===== src/rtl/uer_pkg.sv =====
// ----------------------------------------------------------------------------
// Ultrasonic echo ranger package
// Shared types and constants: phases, result status codes, register indexes,
// register reset values and the transaction payload structs.
// ----------------------------------------------------------------------------
`timescale 1ns / 1ps
`default_nettype none

package uer_pkg;

	localparam int COUNT_WIDTH_DEF = 20;

	localparam int TRIG_W = 10;
	localparam int TIMEOUT_W = 20;
	localparam int CFG_DATA_W = 20;
	localparam int CFG_IDX_W = 2;
	localparam int HALF_W = 19;

	localparam logic [TRIG_W-1:0] TRIG_RESET = TRIG_W'(10);
	localparam logic [TIMEOUT_W-1:0] RISE_TIMEOUT_RESET = TIMEOUT_W'(20000);
	localparam logic [TIMEOUT_W-1:0] FALL_TIMEOUT_RESET = TIMEOUT_W'(50000);
	localparam logic [TIMEOUT_W-1:0] MAX_PULSE_RESET = TIMEOUT_W'(40438);

	typedef enum logic [1:0] {
		PH_IDLE = 2'd0,
		PH_TRIG = 2'd1,
		PH_RISE = 2'd2,
		PH_FALL = 2'd3
	} phase_t;

	typedef enum logic [1:0] {
		ST_OK     = 2'd0,
		ST_NORISE = 2'd1,
		ST_NOFALL = 2'd2,
		ST_RANGE  = 2'd3
	} status_t;

	typedef enum logic [CFG_IDX_W-1:0] {
		CFG_TRIGGER_TICKS      = 2'd0,
		CFG_RISE_TIMEOUT_TICKS = 2'd1,
		CFG_FALL_TIMEOUT_TICKS = 2'd2,
		CFG_MAX_PULSE_TICKS    = 2'd3
	} cfg_idx_t;

	typedef struct packed {
		logic cmd;
		logic echo_level;
	} in_item_t;

	typedef struct packed {
		logic              trig_level;
		logic              done_res;
		status_t           status;
		logic [HALF_W-1:0] half_ticks;
	} out_item_t;

endpackage

`default_nettype wire


===== src/rtl/ultrasonic_echo_ranger.sv =====
// ----------------------------------------------------------------------------
// Ultrasonic echo ranger
// The result is registered at the edge that accepts its tick.
// Throughput: one tick per cycle while out_ready is high; the output register is
// refilled in the same cycle it is taken; the phase logic is a single comb pass.
// Reset: phase idle, tick counter and last echo level cleared, configuration
// registers at their defaults, output register empty.
// ----------------------------------------------------------------------------
`timescale 1ns / 1ps
`default_nettype none

module ultrasonic_echo_ranger #(
	parameter int COUNT_WIDTH = uer_pkg::COUNT_WIDTH_DEF
) (
	input  wire logic                           clk,
	input  wire logic                           arst_n,
	input  wire logic                           in_valid,
	output logic                                in_ready,
	input  wire uer_pkg::in_item_t              in_data,
	output logic                                out_valid,
	input  wire logic                           out_ready,
	output uer_pkg::out_item_t                  out_data,
	input  wire logic                           cfg_we,
	input  wire logic [uer_pkg::CFG_IDX_W-1:0]  cfg_index,
	input  wire logic [uer_pkg::CFG_DATA_W-1:0] cfg_wdata
);

	localparam int LW = (COUNT_WIDTH > uer_pkg::TIMEOUT_W) ? COUNT_WIDTH : uer_pkg::TIMEOUT_W;
	localparam logic [LW-1:0] CNT_MAX = LW'({COUNT_WIDTH{1'b1}});

	logic [uer_pkg::TRIG_W-1:0]    trigger_q;
	logic [uer_pkg::TIMEOUT_W-1:0] rise_timeout_q;
	logic [uer_pkg::TIMEOUT_W-1:0] fall_timeout_q;
	logic [uer_pkg::TIMEOUT_W-1:0] max_pulse_q;

	uer_pkg::phase_t        phase_q, phase_d;
	logic [COUNT_WIDTH-1:0] tick_q, tick_d, tick_inc;
	logic                   last_echo_q;
	logic                   out_valid_q;
	uer_pkg::out_item_t     out_q, res;
	logic                   accept;

	logic [LW-1:0] trig_lim, rise_lim, fall_lim, max_ext, tick_ext, tick_inc_ext;

	function automatic logic [LW-1:0] limit_of(input logic [LW-1:0] v);
		logic [LW-1:0] r;
		r = v;
		if (r == '0) begin
			r = LW'(1);
		end
		if (r > CNT_MAX) begin
			r = CNT_MAX;
		end
		return r;
	endfunction

	assign trig_lim = limit_of(LW'(trigger_q));
	assign rise_lim = limit_of(LW'(rise_timeout_q));
	assign fall_lim = limit_of(LW'(fall_timeout_q));
	assign max_ext = LW'(max_pulse_q);
	assign tick_inc = tick_q + COUNT_WIDTH'(1);
	assign tick_ext = LW'(tick_q);
	assign tick_inc_ext = LW'(tick_inc);

	assign in_ready = !out_valid_q || out_ready;
	assign accept = in_valid && in_ready;
	assign out_valid = out_valid_q;
	assign out_data = out_q;

	always_comb begin
		phase_d = phase_q;
		tick_d = tick_q;
		res = '0;
		res.status = uer_pkg::ST_OK;
		unique case (phase_q)
			uer_pkg::PH_IDLE: begin
				if (in_data.cmd) begin
					res.trig_level = 1'b1;
					if (trig_lim == LW'(1)) begin
						phase_d = uer_pkg::PH_RISE;
						tick_d = '0;
					end else begin
						phase_d = uer_pkg::PH_TRIG;
						tick_d = COUNT_WIDTH'(1);
					end
				end
			end
			uer_pkg::PH_TRIG: begin
				res.trig_level = 1'b1;
				if (tick_inc_ext >= trig_lim) begin
					phase_d = uer_pkg::PH_RISE;
					tick_d = '0;
				end else begin
					tick_d = tick_inc;
				end
			end
			uer_pkg::PH_RISE: begin
				if (in_data.echo_level && !last_echo_q) begin
					phase_d = uer_pkg::PH_FALL;
					tick_d = COUNT_WIDTH'(1);
				end else if (tick_inc_ext >= rise_lim) begin
					res.done_res = 1'b1;
					res.status = uer_pkg::ST_NORISE;
					phase_d = uer_pkg::PH_IDLE;
					tick_d = '0;
				end else begin
					tick_d = tick_inc;
				end
			end
			uer_pkg::PH_FALL: begin
				if (!in_data.echo_level) begin
					res.done_res = 1'b1;
					if (tick_ext > max_ext) begin
						res.status = uer_pkg::ST_RANGE;
					end else begin
						res.status = uer_pkg::ST_OK;
						res.half_ticks = tick_ext[uer_pkg::HALF_W:1];
					end
					phase_d = uer_pkg::PH_IDLE;
					tick_d = '0;
				end else if (tick_ext >= fall_lim) begin
					res.done_res = 1'b1;
					res.status = uer_pkg::ST_NOFALL;
					phase_d = uer_pkg::PH_IDLE;
					tick_d = '0;
				end else begin
					tick_d = tick_inc;
				end
			end
			default: begin
				phase_d = uer_pkg::PH_IDLE;
				tick_d = '0;
			end
		endcase
	end

	always_ff @(posedge clk or negedge arst_n) begin
		if (!arst_n) begin
			trigger_q <= uer_pkg::TRIG_RESET;
			rise_timeout_q <= uer_pkg::RISE_TIMEOUT_RESET;
			fall_timeout_q <= uer_pkg::FALL_TIMEOUT_RESET;
			max_pulse_q <= uer_pkg::MAX_PULSE_RESET;
		end else if (cfg_we) begin
			unique case (uer_pkg::cfg_idx_t'(cfg_index))
				uer_pkg::CFG_TRIGGER_TICKS: begin
					trigger_q <= cfg_wdata[uer_pkg::TRIG_W-1:0];
				end
				uer_pkg::CFG_RISE_TIMEOUT_TICKS: begin
					rise_timeout_q <= cfg_wdata[uer_pkg::TIMEOUT_W-1:0];
				end
				uer_pkg::CFG_FALL_TIMEOUT_TICKS: begin
					fall_timeout_q <= cfg_wdata[uer_pkg::TIMEOUT_W-1:0];
				end
				uer_pkg::CFG_MAX_PULSE_TICKS: begin
					max_pulse_q <= cfg_wdata[uer_pkg::TIMEOUT_W-1:0];
				end
				default: begin
				end
			endcase
		end
	end

	always_ff @(posedge clk or negedge arst_n) begin
		if (!arst_n) begin
			phase_q <= uer_pkg::PH_IDLE;
			tick_q <= '0;
			last_echo_q <= 1'b0;
			out_valid_q <= 1'b0;
		end else begin
			if (accept) begin
				phase_q <= phase_d;
				tick_q <= tick_d;
				last_echo_q <= in_data.echo_level;
				out_valid_q <= 1'b1;
			end else if (out_ready) begin
				out_valid_q <= 1'b0;
			end
		end
	end

	always_ff @(posedge clk) begin
		if (accept) begin
			out_q <= res;
		end
	end

endmodule

`default_nettype wire

===== config.mk =====
export PLATFORM = sky130hd
export DESIGN_NAME = ultrasonic_echo_ranger
export DESIGN_NICKNAME = d
export VERILOG_FILES = /design/src/rtl/uer_pkg.sv /design/src/rtl/ultrasonic_echo_ranger.sv
export SDC_FILE = /design/constraint.sdc
export NUM_CORES = 1
export LEC_CHECK = 0
export BUFFER_PORTS_ARGS = -buffer_cell sky130_fd_sc_hd__buf_2
export CORE_UTILIZATION = 55
export DETAILED_ROUTE_END_ITERATION = 6
export PLACE_DENSITY = 0.72
export SETUP_SLACK_MARGIN = 0.4
export SYNTH_ARGS = -nofsm -noshare
export SYNTH_HDL_FRONTEND = slang
export SYNTH_SLANG_ARGS = --single-unit

===== constraint.sdc =====
create_clock -name clk -period 5.25 [get_ports clk]
set_input_delay 0.7875 -clock clk [delete_from_list [all_inputs] [get_ports clk]]
set_output_delay 0.7875 -clock clk [all_outputs]
set_load 0.05 [all_outputs]

After elaboration in Yosys (flattened, before gate mapping)
Cells that the tools add are included.
{"block": "totals", "reg_bits": 117, "latchBits": 0, "mem_bits_rw": 0, "romBits": 0, "in_bits": 29, "output_inout_bits": 25, "wordCells": 82, "n_memories": 0}
{"block": "classes", "n_addsub": 1, "multipliers": 0, "n_div": 0, "order_cmp": 7, "n_eq_ne": 11, "shifts": 0, "mux": 32, "bitwise": 1, "n_reduce_logical": 18}
{"cell": "$mux 20", "count": 11}
{"cell": "$pmux 20 s4", "count": 1}
{"cell": "$ge 20x20->1", "count": 3}
{"cell": "$gt 20x20->1 const B", "count": 3}
{"cell": "$logic_not 20->1", "count": 2}
{"cell": "$add 20x1->20 const B", "count": 1}
{"cell": "$eq 20x1->1 const B", "count": 1}
{"cell": "$gt 20x20->1", "count": 1}
{"cell": "$mux 2", "count": 8}
{"cell": "$mux 3", "count": 4}
{"cell": "$logic_not 10->1", "count": 1}
{"cell": "$mux 10", "count": 1}
{"cell": "$reduce_and 2->1", "count": 5}
{"cell": "$eq 2x2->1 const B", "count": 4}
{"cell": "$pmux 2 s4", "count": 1}
{"cell": "$ne 3x3->1 const B", "count": 2}
{"cell": "$pmux 3 s2", "count": 1}
{"cell": "$reduce_and 5->1", "count": 1}
{"cell": "$eq 2x1->1 const B", "count": 2}
{"cell": "$logic_not 2->1", "count": 2}
{"cell": "$mux 1", "count": 4}
{"cell": "$ne 2x2->1 const B", "count": 2}
{"cell": "$reduce_or 3->1", "count": 1}
{"cell": "$logic_and 1x1->1", "count": 2}
{"cell": "5 further kinds", "count": 6}

Depth between registers and ports, before layout
Gate-level depths: netlist of run 1.
{"block": "depth", "ltp_word": 8, "mapped_depth": 16, "ltp_nobuf": 14}

Worst setup path before layout of run 1
Ideal clock, no wire load.
{"block": "synth_timing", "path_kind": "reg2reg", "from": "register tick_q[0], in the netlist tick_ext[0]", "to": "register tick_q[7], in the netlist tick_ext[7]", "setup_time_ps": 118, "t_arrival_ps": 3236, "path_slack_ps": 1896, "stages_incl_launch_ff": 15, "path_buffers": 1, "synth_period_minus_slack_ps": 3354, "path_cell_list": "dfrtp_1 -> ha_1 -> nand3_2 -> or4_4 -> or2_2 -> nand2_1 -> ha_1 -> and4_1 -> nand2_1 -> a221oi_1 -> nor2_1 -> o31ai_4 -> buf_6 -> a21oi_2 -> a21o_1"}
{"block": "synth_between", "elab_chain_len": 5}
{"element": "start: declaration", "line_no": "ultrasonic_echo_ranger.sv:37", "rtl": "logic [COUNT_WIDTH-1:0] tick_q, tick_d, tick_inc;"}
{"element": "start signal: assignment", "line_no": "ultrasonic_echo_ranger.sv:172", "rtl": "tick_q <= tick_d;"}
{"element": "$add 20x1->20", "line_no": "ultrasonic_echo_ranger.sv:61", "rtl": "assign tick_inc = tick_q + COUNT_WIDTH'(1);"}
{"element": "$ge 20x20->1", "line_no": "ultrasonic_echo_ranger.sv:101", "rtl": "end else if (tick_inc_ext >= rise_lim) begin"}
{"element": "$mux 20", "line_no": "ultrasonic_echo_ranger.sv:101"}
{"element": "$mux 20", "line_no": "ultrasonic_echo_ranger.sv:98", "rtl": "if (in_data.echo_level && !last_echo_q) begin"}
{"element": "$pmux 20 s4 *", "line_no": "ultrasonic_echo_ranger.sv:75", "rtl": "unique case (phase_q)"}
Mark *: on every way between the ends. The rest lies on a longest branch, timed or not.
A chain may end at the register's enable or synchronous reset.

Worst setup path in the final report of run 1
{"block": "layout_timing", "from": "register tick_q[12], in the netlist tick_ext[12]", "to": "register tick_q[3], in the netlist tick_ext[3]"}
The elaborated chain is that of the path after synthesis.

==> results of run 1 <==
## cell families (layout without fill, tap and decap cells)
family,Yosys count,after routing,share of synthesized area
muxes,63,63,0.100
xor gates and xnor gates,12,12,0.0149
AOI/OAI and AO/OA,112,112,0.108
DFF,117,117,0.435
and+or+nand+nor,210,210,0.165
adders and majority gates,71,71,0.126
buffers and inverters,96,168,0.0522
## flip-flops by register name, indices dropped and copies added (netlist names), 2 cells and up
signal and cells:
fall_timeout_q 20, max_ext 20, out_data 23, phase_q 2, rise_timeout_q 20, tick_ext 20, trigger_q 10
## power groups by stage
stage | clock [mW] | combinational, mW | sequential, mW
after global routing | 1.20 | 0.773 | 1.24
final | 1.14 | 0.689 | 1.22
after floorplan | 0 | 0.487 | 1.21
after global placement | 0 | 0.655 | 1.22
after CTS | 1.17 | 0.690 | 1.22
after detailed placement | 0 | 0.683 | 1.23
## cell type report
cell class              count  area, µm²  area share
clock buffers              18        439      0.0541
clock inverters            14        151      0.0187
inverters                  78        293      0.0361
multi-input cells         468       3640       0.448
flip-flops and latches    117       3070       0.379
well taps                 172        215      0.0265
repair buffers             58        305      0.0376
## through the flow
step,total power [mW],hold slack [ns]
finish,3.05,0.319
global route,3.22,0.347
CTS,3.07,0.326
detailed placement,1.91,0.493
global placement,1.88,0.490
floorplan,1.69,0.472
## cell usage in the layout, fill, tap and decap left out, types with 16 or more instances in the layout
| cell | netlist | routed |
|---|---|---|
| dfrtp_1 | 70 | 70 |
| buf_2 | 1 | 52 |
| clkbuf_16 | 0 | 17 |
| nor2_1 | 22 | 22 |
| dfstp_2 | 24 | 24 |
| edfxtp_1 | 23 | 23 |
| o21ai_0 | 29 | 29 |
| nand2_1 | 66 | 66 |
| a21o_1 | 16 | 16 |
| nand2b_1 | 19 | 19 |
| a21oi_1 | 22 | 22 |
| and2_1 | 16 | 16 |
| mux2_2 | 61 | 61 |
| ha_1 | 71 | 71 |
| inv_1 | 78 | 78 |
## path summary, 6_finish.rpt
path                                    from                 end  cells after the start
max reg2reg                     tick_ext[12]         tick_ext[3]                     13
min in group clk           rise_timeout_q[0]   rise_timeout_q[0]                      1
min reg2reg                rise_timeout_q[0]   rise_timeout_q[0]                      1
min                                   arst_n           out_valid                      1
max in group asynchronous             arst_n  rise_timeout_q[15]                      2
max                             tick_ext[12]         tick_ext[3]                     13
## critical path, cell delays in order, from the launching register on
cell and delay (ns):
dfrtp_1 0.60, nand2_1 0.22, nor3_1 0.47, nand2_1 0.14
xnor2_1 0.34, inv_1 0.09, ha_1 0.31, and4_1 0.22
nand2_1 0.08, a221oi_1 0.39, nor2_1 0.15, o31ai_4 0.78
nand2b_1 0.20, nand2_1 0.05
## per-layer routing
layer | track usage | wire (µm)
met1 | 0.362 | 7590
met4 | 0.163 | 728
met5 | 0 | 0
met3 | 0.0596 | 819
met2 | 0.420 | 7300
==> impl_metrics.toml, run 1 <==
[routing]
wl_per_cell_um = 17.8
postRouteWirelength_um = 16400
dr.pass1.iters = 4
drc_errors = 0
num_vias = 5345
vias_per_cell = 5.78
dr.first_iter.drc_count = 277
ant_nets = 0

[cells_and_area]
fin_cells = 925
nets = 840
area_growth_pct = 14.8
utilization = 0.645
fin_area_mm2 = 0.00811
drive_gt1_frac = 0.262
fill_cells = 997
diodes = 0

[timing]
final_hold_viol_count = 0
maxClockFrequency_mhz = 240
timing.slew.headroom = 0.185
post-route-min-period_ns = 4.17
rsz0062_at_grt = "no"
layout_setup_ws_ns = 1.08
fin_crit_sh = 0.794
tns_ns = 0
slew_violations = 0
setup_viol = 0
worstMarginPinSlew_ns = 1.19
finClkSkew_ns = 0.00933

[clock_network]
tritoncts = "built"
cts-htree-levels = 4
cts_sinks = 117
cts_root_buf = "clkbuf_16"
cts_hold_buffers = 0
cts_buffers = 17
post_cts_buffers = 0
clk_pin_slew_ns = 0.06
cts_buffer_depth = 2
cts_resized = 0
clock_latency_ns = 0.42

[logic_synthesis]
yosysMostFrequentCell = "inv_1"
synth-edff-count = 23
async_flop_share = 0.803
yosys-top-cells-count = "inv_1, ha_1, dfrtp_1, nand2_1, mux2_2"
synth_area_leaders = "dfrtp_1, ha_1, edfxtp_1, mux2_2, dfstp_2"
ys_ff_latch = 117
synth_cell_types = 64
yosysTopAreaCellShare = 0.248
synthFlopType = "dfrtp_1"
yosysWarningCount = 0
yosysSeqAreaShare = 0.435
syn_area_mm2 = 0.00707
avgSynthCellArea_um2 = 10.4
syn-num-nets = 781
syn_inst = 681
synth_top_area_cell = "dfrtp_1"

[setup_path]
required_ns = 5.55
worstSetupEndpointType = "register"
reg2reg_slack_ns = 1.08
worstPathArrival_ns = 4.47
critPathKind = "reg -> reg"
crit_path_max_fanout = 19
start_kind = "register"

[placed_design]
gp_congestion = 0.951
place_hpwl_um = 12400
preCtsSetupSlack_ns = 1.13
dp_cells = 893
port_buffers = 53
detailed_place.area_mm2 = 0.00752

[floorplanning]
die_h_um = 115
dieArea_mm2 = 0.0133
std_cell_rows = 41
core_area_mm2 = 0.0126
top_level_ports = 54
initial_core_util = 0.562
die_x_um = 115

[power_and_ir_drop]
pwr-share-comb = 0.226
switchingPower_uw = 961
p_clk_frac = 0.375
ir_drop_v = 0.000242
power_leakage_nw = 3.97
power_density_mw_per_mm2 = 376
internal-power_mw = 2.09
seq_power_share = 0.399
switching_share = 0.315

[job]
maxCapViolCount = 0

[grt]
grt_pass1_wl_um = 27100
grt_pass1_vias = 5308
grt_overflow = 0
grt_usage = 0.276
antenna_found_initial = 0
grt_max_degree = 63

[outcome]
status = "completed"

[min_path]
hold_path_class = "in -> async"
Note: power is estimated with default switching activity, not from simulation.
==> run 2: changes to the inputs <==
ABC_AREA = 1   (was unset)
clock period = 3.95 ns   (was 5.25 ns; I/O delays follow)
==> run 2 against run 1 <==
  * Global-route usage shrank 0.092 points
  * Clock power is 35% higher
  * Wire length increased by 1.3%
  * Sequential cell count unchanged
  * Worst setup slack worse by 0.41 ns
  * Total power rose by 31%
  * Final cell count up 21%
  * Area after synthesis fell by 1.3%
  * Critical path depth is 7 higher
  * Largest cell class unchanged
  * Largest power group unchanged
==> impl_metrics.toml, run 2 <==
[setup_path]
worstPathArrival_ns = 3.55
worstSetupEndpointType = "register"
required_ns = 4.22
rr_startpoint = "tick_ext[0]"
critPathKind = "reg -> reg"
crit_path_max_fanout = 19
reg2reg_depth = 20
reg2reg_slack_ns = 0.67
r2r_end = "tick_ext[11]"
start_kind = "register"

[clock_network]
cts_sinks = 117
cts-htree-levels = 4
clock_latency_ns = 0.42
cts_buffers = 17
tritoncts = "built"
clk_pin_slew_ns = 0.05
cts_root_buf = "clkbuf_16"
post_cts_buffers = 0
cts_buffer_depth = 2

[logic_synthesis]
syn_inst = 877
async_flop_share = 0.803
yosysWarningCount = 0
avgSynthCellArea_um2 = 7.95
syn_area_mm2 = 0.00698
synthFlopType = "dfrtp_1"
yosysTopAreaCellShare = 0.251
synth_cell_types = 34
syn-num-nets = 977
synth_area_leaders = "dfrtp_1, ha_1, nand2_1, edfxtp_1, dfstp_2"
ys_ff_latch = 117
yosysSeqAreaShare = 0.441
yosysMostFrequentCell = "nand2_1"
synth-edff-count = 23
synth_top_area_cell = "dfrtp_1"
yosys-top-cells-count = "nand2_1, inv_1, o21ai_0, nor2_1, ha_1"

[timing]
final_hold_viol_count = 0
finClkSkew_ns = 0.00878
setup_viol = 0
rsz0062_at_grt = "no"
tns_ns = 0
fin_crit_sh = 0.831
maxClockFrequency_mhz = 305
post-route-min-period_ns = 3.28
slew_violations = 0
timing.slew.headroom = 0.213
worstMarginPinSlew_ns = 1.18

[routing]
met2RoutedLength_um = 7470
met1Wirelength_um = 7730
num_vias = 5896
ant_nets = 0
dr.pass1.iters = 5
wl_per_cell_um = 14.9
wl_met3_um = 985
drc_errors = 0
top_layer_used = "met4"
postRouteWirelength_um = 16700
vias_per_cell = 5.27
dr.first_iter.drc_count = 351

[job]
maxCapViolCount = 0

[grt]
grt_overflow = 0
grt_pass1_vias = 5375
antenna_found_initial = 0
grt_pass1_wl_um = 27000
grt_max_degree = 46
grt_usage = 0.275

[placed_design]
port_buffers = 53
place_hpwl_um = 12400
gp_congestion = 0.914

[cells_and_area]
diodes = 0
area_growth_pct = 15.2
fill_cells = 1046
largest_reg_flops = 23
layout_commonest_cell = "nand2_1"
nets = 1038
drive_gt1_frac = 0.135
final_cell_mix = "nand2_1, inv_1, o21ai_0"

[power_and_ir_drop]
power_density_mw_per_mm2 = 499
power_leakage_nw = 4.06
ir_drop_v = 0.000325
total_power_mw = 4.01

[floorplanning]
die_h_um = 115
top_level_ports = 54
core_area_mm2 = 0.0122
initial_core_util = 0.574
die_x_um = 115
std_cell_rows = 40
dieArea_mm2 = 0.0131

[outcome]
status = "completed"

[min_path]
hold_path_class = "in -> reg"
whs_path_depth = 3
whs_endpoint = "fall_timeout_q[14]"
hold_start = "cfg_wdata[14]"
-- run 2: layout make-up --
type | count | area, µm² | share of cell area
clock buffer | 24 | 503 | 0.0626
clock inverter | 8 | 95.1 | 0.0118
inverter | 154 | 578 | 0.0720
multi-input combinational | 587 | 3240 | 0.404
sequential | 117 | 3070 | 0.383
tap | 168 | 210 | 0.0262
timing repair buffer | 61 | 330 | 0.0411
-- run 2: how the worst max path moves through the flow --
| stage | start | endpoint | cells past startpoint | slack (ns) |
|---|---|---|---|---|
| after floorplan | tick_ext[0] | tick_ext[10] | 17 | 1.31 |
| after global placement | tick_ext[1] | tick_ext[3] | 20 | 0.74 |
| after detailed placement | tick_ext[1] | tick_ext[3] | 20 | 0.71 |
| after CTS | tick_ext[1] | tick_ext[15] | 20 | 0.66 |
| after global routing | tick_ext[0] | tick_ext[15] | 20 | 0.41 |
| final | tick_ext[0] | tick_ext[11] | 20 | 0.67 |
-- run 2: cells by family (layout without fill, tap and decap cells) --
family | Yosys count | after routing | synth area share
adders and majority gates | 71 | 71 | 0.127
xor gates and xnor gates | 8 | 8 | 0.0100
and+or+nand+nor | 361 | 361 | 0.218
buffers and inverters | 173 | 247 | 0.0947
DFF | 117 | 117 | 0.441
AOI/OAI and AO/OA | 147 | 147 | 0.109
-- run 2: what timing repair did --
item | in CTS | in global routing
resized for setup | 0 | 1
hold buffers | 1 | 0
endpoints found under the setup margin | 0 | 12
endpoints found under the hold margin | 2 | 0
-- run 2: metrics by stage --
stage | area (µm²) | setup WS [ns] | util | hold slack [ns] | instances
2_1_floorplan | 6980 | 1.31 | - | 0.297 | 877
3_3_place_gp | 7420 | 0.735 | 0.610 | 0.420 | 1086
3_5_place_dp | 7420 | 0.707 | 0.610 | 0.420 | 1086
4_1_cts | 8030 | 0.662 | 0.660 | 0.415 | 1119
5_1_grt | 8030 | 0.413 | 0.660 | 0.426 | 1119
6_report | 8030 | 0.669 | 0.660 | 0.422 | 1119
-- run 2: power breakdown --
part	total (mW)	internal, mW	switching [mW]
Sequential	1.55	1.42	0.131
Clock	1.54	1.01	0.531
Combinational	0.915	0.289	0.626
-- run 2: critical path, cell delays in order, from the launching register on --
cell,delay [ns]
dfrtp_1,0.43
ha_1,0.26
nand2_1,0.09
nor2_2,0.22
nand2_1,0.18
xor2_1,0.21
inv_1,0.09
ha_1,0.28
nand2_1,0.06
nor2_1,0.14
nand3_1,0.08
a21oi_1,0.23
nor2_1,0.07
nand2_1,0.06
nor2_1,0.04
nand2_1,0.15
nand2_2,0.09
inv_2,0.10
nand2_4,0.15
nand2_1,0.11
o21ai_0,0.09
-- run 2: metal layers --
metal / track usage / vias to the layer above
li1: - / 2948
met1: 0.377 / 2729
met2: 0.420 / 186
met3: 0.0625 / 33
met4: 0.114 / 0
met5: 0 / -
==> run 3: changes to the inputs <==
ABC_AREA = 0   (was 1)
clock period = 3.3 ns   (was 3.95 ns; I/O delays follow)
==> run 3 against run 2 <==
  * The run now ends with negative setup slack left
  * Clock-buffer cell count increased by 2
  * Die area increased by 1.3%
  * Hold slack got worse by 0.28 ns
  * Register-to-register slack got worse by 0.74 ns
  * Clock power increased by 17%
  * Sequential share of layout area decreased by 4.4 points
  * Critical path type unchanged
  * Critical path depth decreased by 6
==> impl_metrics.toml, run 3 (synthesis results as in run 1) <==
[outcome]
status = "finished, violations left"
violations = "negative setup slack"

[clock_network]
cts_buffers = 17
cts_root_buf = "clkbuf_16"
clk_pin_slew_ns = 0.05
cts_buffer_depth = 2
clock_latency_ns = 0.43
tritoncts = "built"
cts_hold_buffers = 0
cts-htree-levels = 4
cts_sinks = 117

[cells_and_area]
final_cell_mix = "buf_4, inv_1, ha_1"
diodes = 0
largest_reg_flops = 23
layout_commonest_cell = "buf_4"
area_growth_pct = 28.7
fin_cells = 1018
drive_gt1_frac = 0.378
nets = 933

[floorplanning]
die_h_um = 115
top_level_ports = 54
initial_core_util = 0.562
std_cell_rows = 41
dieArea_mm2 = 0.0133
core_area_mm2 = 0.0126
die_x_um = 115

[routing]
num_vias = 5801
vias_per_cell = 5.70
wl_per_cell_um = 18.6
drc_errors = 0
dr.first_iter.drc_count = 392
ant_nets = 0
dr.pass1.iters = 4
postRouteWirelength_um = 19000

[setup_path]
worstPathArrival_ns = 3.67
required_ns = 3.60
start_kind = "register"
worstSetupEndpointType = "register"
crit_path_max_fanout = 6
critPathKind = "reg -> reg"
reg2reg_slack_ns = -0.07

[power_and_ir_drop]
p_clk_frac = 0.352
seq_power_share = 0.378
power_leakage_nw = 4.58
ir_drop_v = 0.000390
internal-power_mw = 3.51
pwr-share-comb = 0.271
switchingPower_mw = 1.61
power_density_mw_per_mm2 = 563
switching_share = 0.314

[placed_design]
port_buffers = 53
dp_cells = 956
gp_congestion = 0.887
preCtsSetupSlack_ns = -0.220
place_hpwl_um = 13300

[timing]
post-route-min-period_ns = 3.37
finClkSkew_ns = 0.00803
slew_violations = 0
timing.slew.headroom = 0.282
setup_viol = 13
maxClockFrequency_mhz = 296
layout_setup_ws_ns = -0.0739
rsz0062_at_grt = "yes"
whs_ns = 0.142
worstMarginPinSlew_ns = 1.07
final_hold_viol_count = 0
fin_crit_sh = 1.02

[grt]
grt_usage = 0.305
grt_pass1_vias = 5976
grt_pass1_wl_um = 29900
grt_max_degree = 55
grt_overflow = 0
antenna_found_initial = 0

[min_path]
hold_path_class = "in -> async"

[job]
maxCapViolCount = 0
## run 3: power by group through the flow
stage                     logic (mW)  registers (mW)  clock network (mW)
after floorplan                0.782            1.92                   0
after global placement          1.17            1.91                   0
after detailed placement        1.23            1.93                   0
after CTS                       1.32            1.92                1.82
after global routing            1.52            1.96                1.88
final                           1.39            1.93                1.80
## run 3: through the flow
step / util / setup TNS (ns) / area (µm²) / power, mW
after detailed placement: 0.640 / -3.92 / 8040 / 3.16
after CTS: 0.708 / 0 / 8900 / 5.05
after floorplan: - / 0 / 7100 / 2.71
final: 0.724 / -0.322 / 9100 / 5.12
after global placement: 0.640 / -1.88 / 8040 / 3.09
after global routing: 0.724 / -2.32 / 9100 / 5.36
## run 3: metal layers
layer | GRT usage | share of wire
met1 | 0.378 | 0.43
met2 | 0.514 | 0.49
met3 | 0.0585 | 0.047
met4 | 0.139 | 0.035
met5 | 0 | 0
## run 3: worst max-delay path, stage by stage (launching register included)
cell and delay, ns:
dfrtp_1 0.43, ha_4 0.18, nand3_4 0.09, or4_4 0.57
nor2_4 0.14, xor2_2 0.09, ha_1 0.28, and4_4 0.21
nand2_2 0.08, a221oi_4 0.34, nor2_4 0.08, o31ai_4 0.30
buf_6 0.19, a21oi_2 0.05, a21o_1 0.18
## run 3: worst paths after layout
kind                                     end        start  cells past startpoint
worst min register to register   max_ext[18]  max_ext[18]                      1
worst min-delay path            tick_ext[15]       arst_n                      1
max in group asynchronous         max_ext[4]       arst_n                      2
worst max register to register  tick_ext[19]  tick_ext[1]                     14
worst max-delay path            tick_ext[19]  tick_ext[1]                     14
min in group clk                   out_valid     in_valid                      2
## run 3: layout make-up
cell class / instances / area [µm²]
Multi-Input combinational cell: 468 / 3860
Inverter: 78 / 293
Fill cell: 858 / 3470
Sequential cell: 117 / 3080
Timing Repair Buffer: 151 / 1060
Clock inverter: 6 / 33.8
Tap cell: 172 / 215
Clock buffer: 26 / 553
## run 3: what timing repair did
| item | 4_1_cts | 5_1_grt |
|---|---|---|
| setup endpoints to repair | 40 | 41 |
| pin swaps | 10 | 14 |
| buffers inserted | 20 | 9 |
| cloned | 0 | 1 |
| resized for setup | 27 | 29 |
